===== config.mk =====
export PLATFORM = sky130hd
export DESIGN_NAME = barcode_bar_width_classifier_top
export DESIGN_NICKNAME = d
export VERILOG_FILES = /design/src/rtl/bbwc_pkg.sv /design/src/rtl/barcode_bar_width_classifier_top.sv /design/src/rtl/bbwc_classify.sv
export SDC_FILE = /design/constraint.sdc
export NUM_CORES = 2
export LEC_CHECK = 0
export BUFFER_PORTS_ARGS = -buffer_cell sky130_fd_sc_hd__buf_4
export CAP_MARGIN = 40
export CELL_PAD_IN_SITES_DETAIL_PLACEMENT = 0
export CELL_PAD_IN_SITES_GLOBAL_PLACEMENT = 2
export CORE_AREA = 5 5 369 335
export DETAILED_ROUTE_END_ITERATION = 6
export DIE_AREA = 0 0 374 340
export MAX_ROUTING_LAYER = met4
export PLACE_DENSITY_LB_ADDON = 0.1
export SLEW_MARGIN = 20
export SYNTH_ARGS = -nofsm -noshare
export SYNTH_HDL_FRONTEND = slang
export SYNTH_HIERARCHICAL = 1
export SYNTH_SLANG_ARGS = --single-unit

===== constraint.sdc =====
create_clock -name i_clk -period 17.9 [get_ports i_clk]
set_clock_uncertainty 0.15 [all_clocks]
set_input_delay 2.685 -clock i_clk [delete_from_list [all_inputs] [get_ports i_clk]]
set_output_delay 2.685 -clock i_clk [all_outputs]
set_load 0.01 [all_outputs]

===== src/rtl/bbwc_pkg.sv =====
// Package for the bar width classifier: field widths, defaults, pattern tables.
// No dependencies; used by bbwc_classify and barcode_bar_width_classifier_top.
package bbwc_pkg;

    // Parameter defaults
    localparam int SAMPLE_BITS_DEF = 12;
    localparam int TIME_BITS_DEF   = 32;

    // Symbol geometry
    localparam int NUM_BARS  = 5;
    localparam int NUM_GAPS  = 4;
    localparam int SLOT_BITS = $clog2(NUM_BARS);
    localparam int GAP_IDX_BITS = $clog2(NUM_GAPS);
    localparam logic [SLOT_BITS-1:0] LAST_SLOT = SLOT_BITS'(NUM_BARS - 1);

    // Configuration register
    localparam int CFG_BITS = 12;
    localparam logic [CFG_BITS-1:0] DARK_THR_RST = 12'd2048;

    // Result field widths
    localparam int IDX_BITS   = 6;
    localparam int CODE_BITS  = 4;

    // Wide bar pairs, tried in this order; pair k gives code k+1
    localparam int NUM_PAIRS = 10;
    localparam logic [SLOT_BITS-1:0] PAIR_A [NUM_PAIRS] =
        '{3'd0, 3'd1, 3'd0, 3'd2, 3'd0, 3'd1, 3'd3, 3'd0, 3'd1, 3'd2};
    localparam logic [SLOT_BITS-1:0] PAIR_B [NUM_PAIRS] =
        '{3'd4, 3'd4, 3'd1, 3'd4, 3'd2, 3'd2, 3'd4, 3'd3, 3'd3, 3'd3};
    localparam logic [CODE_BITS-1:0] CODE_NONE = 4'd0;

    // Wide gap offsets, gap 1 first, gap 0 last
    localparam logic [IDX_BITS-1:0] GAP1_OFS = 6'd0;
    localparam logic [IDX_BITS-1:0] GAP2_OFS = 6'd9;
    localparam logic [IDX_BITS-1:0] GAP3_OFS = 6'd19;
    localparam logic [IDX_BITS-1:0] GAP0_OFS = 6'd29;
    localparam logic [IDX_BITS-1:0] GAP_NONE_OFS = 6'd0;

    // One decoded symbol
    typedef struct packed {
        logic [IDX_BITS-1:0] pattern_index;
        logic [NUM_BARS-1:0] wide_bar_mask;
        logic [NUM_GAPS-1:0] wide_gap_mask;
    } t_result;

endpackage


===== src/rtl/barcode_bar_width_classifier_top.sv =====
// Bar width classifier top: thresholding, bar timing store, width and result stages.
// Depends on bbwc_pkg and bbwc_classify.
//
//  channel  | valid        | stall        | payload
//  ---------+--------------+--------------+-------------------------------------------
//  input    | i_in_valid   | o_in_stall   | i_sample, i_elapsed_time
//  output   | o_out_valid  | i_out_stall  | o_pattern_index, o_wide_bar_mask,
//           |              |              | o_wide_gap_mask
//  config   | i_cfg_wr_en  | -            | i_cfg_wr_data
//
// One sample is taken every cycle while o_in_stall is low. The fifth bar end yields a
// result through the width subtractors into the width register, then through the
// comparator network into the result register. Reset loads the default threshold
// and clears the bar state and both stage valids. Input stalls only when both
// stages hold a symbol and the output is stalled.
module barcode_bar_width_classifier_top #(
    parameter int SAMPLE_BITS = bbwc_pkg::SAMPLE_BITS_DEF,
    parameter int TIME_BITS   = bbwc_pkg::TIME_BITS_DEF
) (
    input  logic                            i_clk,
    input  logic                            i_rst_n,
    input  logic                            i_cfg_wr_en,
    input  logic [bbwc_pkg::CFG_BITS-1:0]   i_cfg_wr_data,
    input  logic                            i_in_valid,
    output logic                            o_in_stall,
    input  logic [SAMPLE_BITS-1:0]          i_sample,
    input  logic [TIME_BITS-1:0]            i_elapsed_time,
    output logic                            o_out_valid,
    input  logic                            i_out_stall,
    output logic [bbwc_pkg::IDX_BITS-1:0]   o_pattern_index,
    output logic [bbwc_pkg::NUM_BARS-1:0]   o_wide_bar_mask,
    output logic [bbwc_pkg::NUM_GAPS-1:0]   o_wide_gap_mask
);
    import bbwc_pkg::*;

    // Compare width covers both the sample and the register
    localparam int CMP_BITS = (SAMPLE_BITS > CFG_BITS) ? SAMPLE_BITS : CFG_BITS;
    localparam logic [CMP_BITS-1:0] S_MASK = {CMP_BITS{1'b1}} >> (CMP_BITS - SAMPLE_BITS);
    localparam logic [CMP_BITS-1:0] THR_RST = CMP_BITS'(DARK_THR_RST) & S_MASK;

    logic [CMP_BITS-1:0]  r_thr;
    logic                 r_in_dark, n_in_dark;
    logic [SLOT_BITS-1:0] r_bars_seen, n_bars_seen;
    logic [TIME_BITS-1:0] r_bar_start [NUM_BARS];
    // End of the last bar is never stored: it is the current timestamp at decode
    logic [TIME_BITS-1:0] r_bar_end [NUM_GAPS];

    logic                 r_w_vld;
    logic [NUM_BARS-1:0][TIME_BITS-1:0] r_bar_w, n_bar_w;
    logic [NUM_GAPS-1:0][TIME_BITS-1:0] r_gap_w, n_gap_w;

    logic                 r_out_vld;
    t_result              r_res;
    t_result              cls_res;

    logic                 in_xfer, out_adv, w_adv;
    logic [CMP_BITS-1:0]  s_ext;
    logic                 rise, fall, fire;

    // Handshake
    assign out_adv    = !r_out_vld || !i_out_stall;
    assign w_adv      = !r_w_vld || out_adv;
    assign o_in_stall = !w_adv;
    assign in_xfer    = i_in_valid && w_adv;

    // Threshold crossings; a sample equal to the threshold does nothing
    assign s_ext = CMP_BITS'(i_sample);
    assign rise  = in_xfer && (s_ext > r_thr) && !r_in_dark;
    assign fall  = in_xfer && (s_ext < r_thr) && r_in_dark;
    assign fire  = fall && (r_bars_seen == LAST_SLOT);

    always_comb begin
        n_in_dark   = r_in_dark;
        n_bars_seen = r_bars_seen;
        priority if (rise) begin
            n_in_dark = 1'b1;
        end else if (fire) begin
            n_in_dark   = 1'b0;
            n_bars_seen = '0;
        end else if (fall) begin
            n_in_dark   = 1'b0;
            n_bars_seen = r_bars_seen + 1'b1;
        end
    end

    // Widths of the symbol closed by this sample
    always_comb begin
        for (int i = 0; i < NUM_GAPS; i++) begin
            n_bar_w[i] = r_bar_end[i] - r_bar_start[i];
            n_gap_w[i] = r_bar_start[i+1] - r_bar_end[i];
        end
        n_bar_w[NUM_BARS-1] = i_elapsed_time - r_bar_start[NUM_BARS-1];
    end

    // Control state
    always_ff @(posedge i_clk) begin
        if (!i_rst_n) begin
            r_thr       <= THR_RST;
            r_in_dark   <= 1'b0;
            r_bars_seen <= '0;
            r_w_vld     <= 1'b0;
            r_out_vld   <= 1'b0;
        end else begin
            if (i_cfg_wr_en) begin
                r_thr <= CMP_BITS'(i_cfg_wr_data) & S_MASK;
            end
            r_in_dark   <= n_in_dark;
            r_bars_seen <= n_bars_seen;
            if (w_adv) begin
                r_w_vld <= fire;
            end
            if (out_adv) begin
                r_out_vld <= r_w_vld;
            end
        end
    end

    // Bar timing store and stage payloads
    always_ff @(posedge i_clk) begin
        if (rise) begin
            r_bar_start[r_bars_seen] <= i_elapsed_time;
        end
        if (fall && !fire) begin
            r_bar_end[r_bars_seen[GAP_IDX_BITS-1:0]] <= i_elapsed_time;
        end
        if (w_adv && fire) begin
            r_bar_w <= n_bar_w;
            r_gap_w <= n_gap_w;
        end
        if (out_adv && r_w_vld) begin
            r_res <= cls_res;
        end
    end

    bbwc_classify #(
        .TIME_BITS (TIME_BITS)
    ) u_classify (
        .i_bar_w (r_bar_w),
        .i_gap_w (r_gap_w),
        .o_res   (cls_res)
    );

    assign o_out_valid     = r_out_vld;
    assign o_pattern_index = r_res.pattern_index;
    assign o_wide_bar_mask = r_res.wide_bar_mask;
    assign o_wide_gap_mask = r_res.wide_gap_mask;

endmodule


===== src/rtl/bbwc_classify.sv =====
// Width classifier: marks wide bars and the wide gap, forms the pattern index.
// Depends on bbwc_pkg. Purely combinational, sits between width and result registers.
module bbwc_classify #(
    parameter int TIME_BITS = bbwc_pkg::TIME_BITS_DEF
) (
    input  logic [bbwc_pkg::NUM_BARS-1:0][TIME_BITS-1:0] i_bar_w,
    input  logic [bbwc_pkg::NUM_GAPS-1:0][TIME_BITS-1:0] i_gap_w,
    output bbwc_pkg::t_result                            o_res
);
    import bbwc_pkg::*;

    logic [NUM_BARS-1:0] bar_wide;
    logic [NUM_GAPS-1:0] gap_wide;
    logic [CODE_BITS-1:0] pair_code;
    logic [IDX_BITS-1:0]  gap_ofs;

    // A bar is wide when at most one other bar is strictly wider
    always_comb begin
        logic [SLOT_BITS-1:0] n_wider;
        for (int i = 0; i < NUM_BARS; i++) begin
            n_wider = '0;
            for (int j = 0; j < NUM_BARS; j++) begin
                if (j != i && i_bar_w[j] > i_bar_w[i]) begin
                    n_wider = n_wider + 1'b1;
                end
            end
            bar_wide[i] = (n_wider <= SLOT_BITS'(1));
        end
    end

    // A gap is wide when no other gap is strictly wider
    always_comb begin
        for (int i = 0; i < NUM_GAPS; i++) begin
            gap_wide[i] = 1'b1;
            for (int j = 0; j < NUM_GAPS; j++) begin
                if (j != i && i_gap_w[j] > i_gap_w[i]) begin
                    gap_wide[i] = 1'b0;
                end
            end
        end
    end

    // First matching pair wins: scan from the last so earlier pairs override
    always_comb begin
        pair_code = CODE_NONE;
        for (int k = NUM_PAIRS - 1; k >= 0; k--) begin
            if (bar_wide[PAIR_A[k]] && bar_wide[PAIR_B[k]]) begin
                pair_code = CODE_BITS'(k + 1);
            end
        end
    end

    // Gap offset, gap 1 has priority
    always_comb begin
        priority if (gap_wide[1]) begin
            gap_ofs = GAP1_OFS;
        end else if (gap_wide[2]) begin
            gap_ofs = GAP2_OFS;
        end else if (gap_wide[3]) begin
            gap_ofs = GAP3_OFS;
        end else if (gap_wide[0]) begin
            gap_ofs = GAP0_OFS;
        end else begin
            gap_ofs = GAP_NONE_OFS;
        end
    end

    assign o_res.pattern_index = IDX_BITS'(pair_code) + gap_ofs;
    assign o_res.wide_bar_mask = bar_wide;
    assign o_res.wide_gap_mask = gap_wide;

endmodule


; ---- Word level (Yosys, flattened, before mapping)
; Memories as Yosys holds them, arrays and structs flattened.
; Index checks and enable logic that the tools add are counted.
[totals]
regBits = 321
mem_bits_rw = 288
in_bits = 61
output_inout_bits = 17
word_cells = 171
mem_count = 2
[op_classes]
add_sub_neg = 26
magnitude_cmp = 39
n_eq_ne = 1
mux = 55
bitwise_logic = 1
n_reduce_logical = 30
[mem_list]
columns = name, words, word_bits, rd, rd_ports_with_merged_regs, write_ports, line_no
row1 = r_bar_start, 5, 32, 5, 0, 1, barcode_bar_width_classifier_top.sv:44  ; logic [TIME_BITS-1:0] r_bar_start [NUM_BARS];
row2 = r_bar_end, 4, 32, 4, 0, 1, barcode_bar_width_classifier_top.sv:46  ; logic [TIME_BITS-1:0] r_bar_end [NUM_GAPS];
[op_table]
columns = cell, n
row1 = greater-than comparator 32 bit, 32
row2 = subtractor 32 bit, 9
row3 = two-way mux 3 bit, 17
row4 = adder 3 x 1 -> 3 bit (second input constant), 16
row5 = two-way mux 4 bit, 10
row6 = two-way mux 1 bit, 24
row7 = logical AND 1 bit, 19
row8 = two-way mux 6 bit, 3
row9 = less-or-equal comparator 3 x 1 -> 1 bit (second input constant), 5
row10 = greater-than comparator 12 bit, 1
row11 = less-than comparator 12 bit, 1
row12 = adder 4 x 6 -> 6 bit, 1
row13 = zero test 1 bit, 6
row14 = two-way mux 5 bit, 1
row15 = == test 3 bit (second input constant), 1
row16 = nonzero test 3 bit, 1
row17 = logical OR 1 bit, 2
row18 = AND reduction 2 bit, 1
row19 = nonzero test 2 bit, 1
row20 = inverter 1 bit, 1

; ---- Longest topological paths before layout
[logic_depth]
depth_word = 21
mapped_depth = 29
ltp_nobuf = 29

; ---- Cells and area by module
; The synthesis kept the hierarchy.
[modules_own_cells]
columns = mod, instances, cells_each, area_each_um2, seq_area_each_um2
row1 = barcode_bar_width_classifier_top, 1, 2879, 33349.5, 18107.4
row2 = bbwc_classify, 1, 1661, 12894.9, 0.0

; ---- Least setup slack after synthesis
; Ideal clock, no wire load.
[synth_path]
path_kind = in2reg
from = input i_sample[1]
to = register r_bar_w[0] (netlist bit) (enable)
setup_time_ns = 0.943
t_arrival_ns = 16.144
required_ns = 16.807
slack_ns = 0.663
path_stages = 9
path_buffers = 0
path_cell_list = ha_1 nor2b_1 o21a_1 o21a_1 o21ai_1 a21oi_1 a211oi_1 nand3_1 nor2_1
[synth_via]
elab_chain_len = 5
[synth_rtl]
columns = item, line_no
row1 = "start, declared", barcode_bar_width_classifier_top.sv:26  ; input logic [SAMPLE_BITS-1:0] i_sample,
row2 = less-than comparator 12 bit, barcode_bar_width_classifier_top.sv:69  ; assign fall = in_xfer && (s_ext < r_thr) && r_in_dark;
row3 = logical AND 1 bit (2 in a row), barcode_bar_width_classifier_top.sv:69
row4 = logical AND 1 bit, barcode_bar_width_classifier_top.sv:70  ; assign fire = fall && (r_bars_seen == LAST_SLOT);
row5 = logical AND 1 bit, barcode_bar_width_classifier_top.sv:126  ; if (w_adv && fire) begin
row6 = "end signal, assigned", barcode_bar_width_classifier_top.sv:127  ; r_bar_w <= n_bar_w;
row7 = "end, declared", barcode_bar_width_classifier_top.sv:49  ; logic [NUM_BARS-1:0][TIME_BITS-1:0] r_bar_w, n_bar_w;
; No other way between the ends.
; A chain may end at the register's enable or synchronous reset.

==> flow_summary_export.csv <==
group,metric,value,unit
clock_tree,tritoncts,"built",
final_layout,final_layout_size_suffix_gt1_share,5.64,%
setup_path,worst_setup_path_start_kind,"register",
setup_path,end_kind,"register",
floorplanning,io_pins,78,
min_path,hold_path_start,"r_thr[11]",
sta,timing.final.crit_period,6710,ps
global_route,vias_in_the_first_global_route,34000,
setup_path,worst-endpoint-required,18120,ps
clock_tree,post_cts_resize_count,0,
sta,report.final.setup_viol,0,
setup_path,path_cells,"ha_1 > a21oi_1 > o21ai_0 > a21o_1 > a21o_1 > a21o_1 > a21o_1 > a21oi_1 > o221ai_1 > a2111o_1 > and2_1 > ha_1 > nand2_1 > or4_4 > xor2_1 > a32oi_4 > xnor2_1 > nand2_1 > a211oi_2 > ha_1 > nor2b_1 > o21ai_0 > nor2_1",
floorplanning,initial_utilization,38.6,%
detailed_routing,antenna_left,0,
synth,synth_cell_types,89,
synth,ys_async_sr_fraction,0,%
clock_tree,cts_root_buf,"clkbuf_16",
power_and_ir_drop,power.density_cell_area,64.9,nW/um^2
detailed_routing,drt-pass1-iter-count,5,
clock_tree,cts_inserted_buffers,75,
setup_path,critical_path_arrival,6930,ps
min_path,hold_path.class,"reg -> reg",
setup_path,setup.worst_path.class,"reg -> reg",
final_layout,fillers,11600,
clock_tree,clk_path_buf_depth,3,
setup_path,slowest_stage_cell_on_the_critical_path,"a211oi_2",
setup_path,critPathMaxStageDelay,780,ps
global_route,grt_remaining_overflow,0,
detailed_routing,drt_drc_violations_left,0,
detailed_routing,overall_via_count_from_detail_route,34700,
placed_design,place.detailed.hpwl,124000,um
power_and_ir_drop,ir_worst_vdd,0.0672,mV
setup_path,critical_register_to_register_path_startpoint,"r_bar_w[2]",
global_route,maximum_number_of_pins_on_one_net_before_global_route_repair,159,
clock_tree,ctsHoldBuffers,0,
sta,setup_tns,0,ps
power_and_ir_drop,leakage,23.2,nW
clock_tree,worst_setup_hold_path_clk_slew,60,ps
sta,slew_headroom,35.8,%
detailed_routing,routed_via_density,5.46,
clock_tree,tritoncts_num_sinks,609,
synth,post_synth_inst_count,4540,
sta,actual_transition_at_the_worst_max_transition_pin,961,ps
synth,synth_top_flop_cell,"edfxtp_1",
clock_tree,clock_latency,630,ps
detailed_routing,detailedRoute.firstIterationViolations,2613,
floorplanning,fp.dieW,374,um
synth,yosysWarnings,6,
sta,final_max_slew_viol_count,0,
status,run_status,"finished, final reports clean",
detailed_routing,route.detailed.wl_per_inst,23.8,um
power_and_ir_drop,finalPower,3.35,mW
global_route,antenna_found_initial,6,
synth,post_synth.cell_area_avg,10.2,sq um
floorplanning,die_boundary_height,340,um
floorplanning,core-area,120000,sq um
sta,max_freq,0.149,GHz
global_route,grt.total_usage,23.8,%
global_route,global_route_wire_length_before_repair,220000,um
detailed_routing,routed_wirelength,151000,um
setup_path,critical_path_peak_fanout,7,
clock_tree,htree_num_levels,3,
synth,ys_seq_area_share,39.2,%
final_layout,final_common_cell,"ha_1",
placed_design,place.port_buffers,77,
final_layout,layout_common_cells,"826 x ha_1, 630 x inv_1, 591 x edfxtp_1",
setup_path,worst_setup_path_startpoint,"r_bar_w[2]",
sta,unrepaired_setup_endpoints_after_global_routing,"no",
placed_design,finalWeightedCongestion,0.913,
synth,mappedNetlistNets,5437,
sta,timing.final.crit_share,37.5,%
final_layout,nNetsFinal,5584,
floorplanning,fp.dieArea,127000,sq um
synth,synth-edff-count,591,
floorplanning,num_rows,121,
setup_path,path_common_cell,"a21o_1",
clock_tree,cts_post_setup_buffers_inserted,0,
sta,report.final.hold_viol_count,0,
final_layout,area_growth,11.5,%
synth,yosys_register_bits,609,
job,cap_viol_max_count,0,
synth,post_synth_instance_area,46200,sq um
## worst paths after layout
check	endpoint	slack (ps)	cells after the start
setup / recovery	o_pattern_index[5]	11190	23
hold / removal	r_thr[11]	360	2
setup reg to reg	o_pattern_index[5]	11190	23
hold reg to reg	r_thr[11]	360	2
## kinds of logic (layout without fill, tap and decap cells)
family / count (synthesis) / after routing / synth area share, %
buffers and inverters: 662 / 870 / 5.39
xor gates and xnor gates: 251 / 251 / 4.77
other: 0 / 2 / 0
and+or+nand+nor: 983 / 983 / 10.9
adders and majority gates: 836 / 836 / 22.8
DFF: 609 / 609 / 39.2
AOI/OAI and AO/OA: 1183 / 1183 / 16.7
muxes: 16 / 16 / 0.349
## per-stage QoR
step           setup slack [ps]  utilization, %  hold slack, ps  std cells  area [sq um]
2_1_floorplan               663               -             316       4540         46200
3_3_place_gp              11110            40.8             347       6200         48900
3_5_place_dp              11030            40.9             351       6208         49000
4_1_cts                   11290            43.0             365       6346         51600
5_1_grt                   10870            43.1             392       6348         51600
6_report                  11190            43.1             360       6349         51600
## critical path, delay by kind of cell (launching register included)
kind	cells	cell delay, ps
flip-flops	1	500
AO/OA/AOI/OAI	12	3260
XOR/XNOR	2	360
AND/OR/NAND/NOR	6	1100
adder cells (fa/ha/maj)	3	1060
## per-layer routing
layer | global-route usage (%) | share of wire (%)
met1 | 36.4 | 52
met2 | 33.9 | 41
met3 | 2.63 | 5.1
met4 | 4.47 | 1.6
met5 | - | 0
## sequential cells by signal, summed over array words and instances (netlist names)
register,cells
r_bars_seen,3
o_pattern_index,6
o_out_valid,1
r_in_dark,1
o_wide_bar_mask,5
r_w_vld,1
r_thr,12
r_gap_w,128
o_wide_gap_mask,4
r_bar_w,160
r_bar_end,128
r_bar_start,160
## power by group
group / switching [mW] / total [mW] / leakage [nW] / internal [mW]
logic: 0.111 / 0.175 / 16.5 / 0.0638
registers: 0.00461 / 1.58 / 5.47 / 1.57
clock network: 0.646 / 1.59 / 1.24 / 0.948
## final cells by class
class                      count  area, sq um  area share (%)
tap                         1599         2000            3.88
inverter                     632         2370            4.60
clock buffer                  82         1930            3.75
antenna                        2         5.00         0.00970
timing repair buffer         100          836            1.62
multi-input combinational   3269        25700            49.8
sequential                   609        18100            35.1
clock inverter                56          618            1.20
## synth_stat cells, types with 10 or more instances
cell type | n | area share, %
a21oi_1 | 365 | 4.0
o21ai_0 | 138 | 1.5
fa_1 | 10 | 0.43
or2_2 | 15 | 0.20
a211oi_1 | 46 | 0.75
and4_1 | 26 | 0.49
a21boi_1 | 16 | 0.26
nand2_1 | 209 | 1.7
o31ai_1 | 14 | 0.23
o21bai_1 | 23 | 0.37
nand2b_1 | 57 | 0.77
nand3_1 | 101 | 1.1
inv_1 | 630 | 5.1
nand4_1 | 117 | 1.6
o21a_1 | 58 | 0.94
a221o_1 | 15 | 0.32
and3_1 | 21 | 0.28
o31a_1 | 12 | 0.23
ha_1 | 826 | 22
xor2_1 | 84 | 1.6
mux2i_1 | 15 | 0.32
a31oi_1 | 33 | 0.45
a221oi_1 | 15 | 0.28
clkbuf_1 | 27 | 0.22
o211ai_1 | 36 | 0.58
xnor2_1 | 166 | 3.1
dfxtp_1 | 18 | 0.78
and2_1 | 24 | 0.32
nor3_1 | 62 | 0.67
nor2b_1 | 84 | 1.1
o21ai_1 | 58 | 0.63
a211o_1 | 10 | 0.19
edfxtp_1 | 591 | 38
nor2_1 | 209 | 1.7
a21o_1 | 244 | 4.0
nor4_1 | 17 | 0.23
No activity file was read; power rests on OpenSTA's default activity.
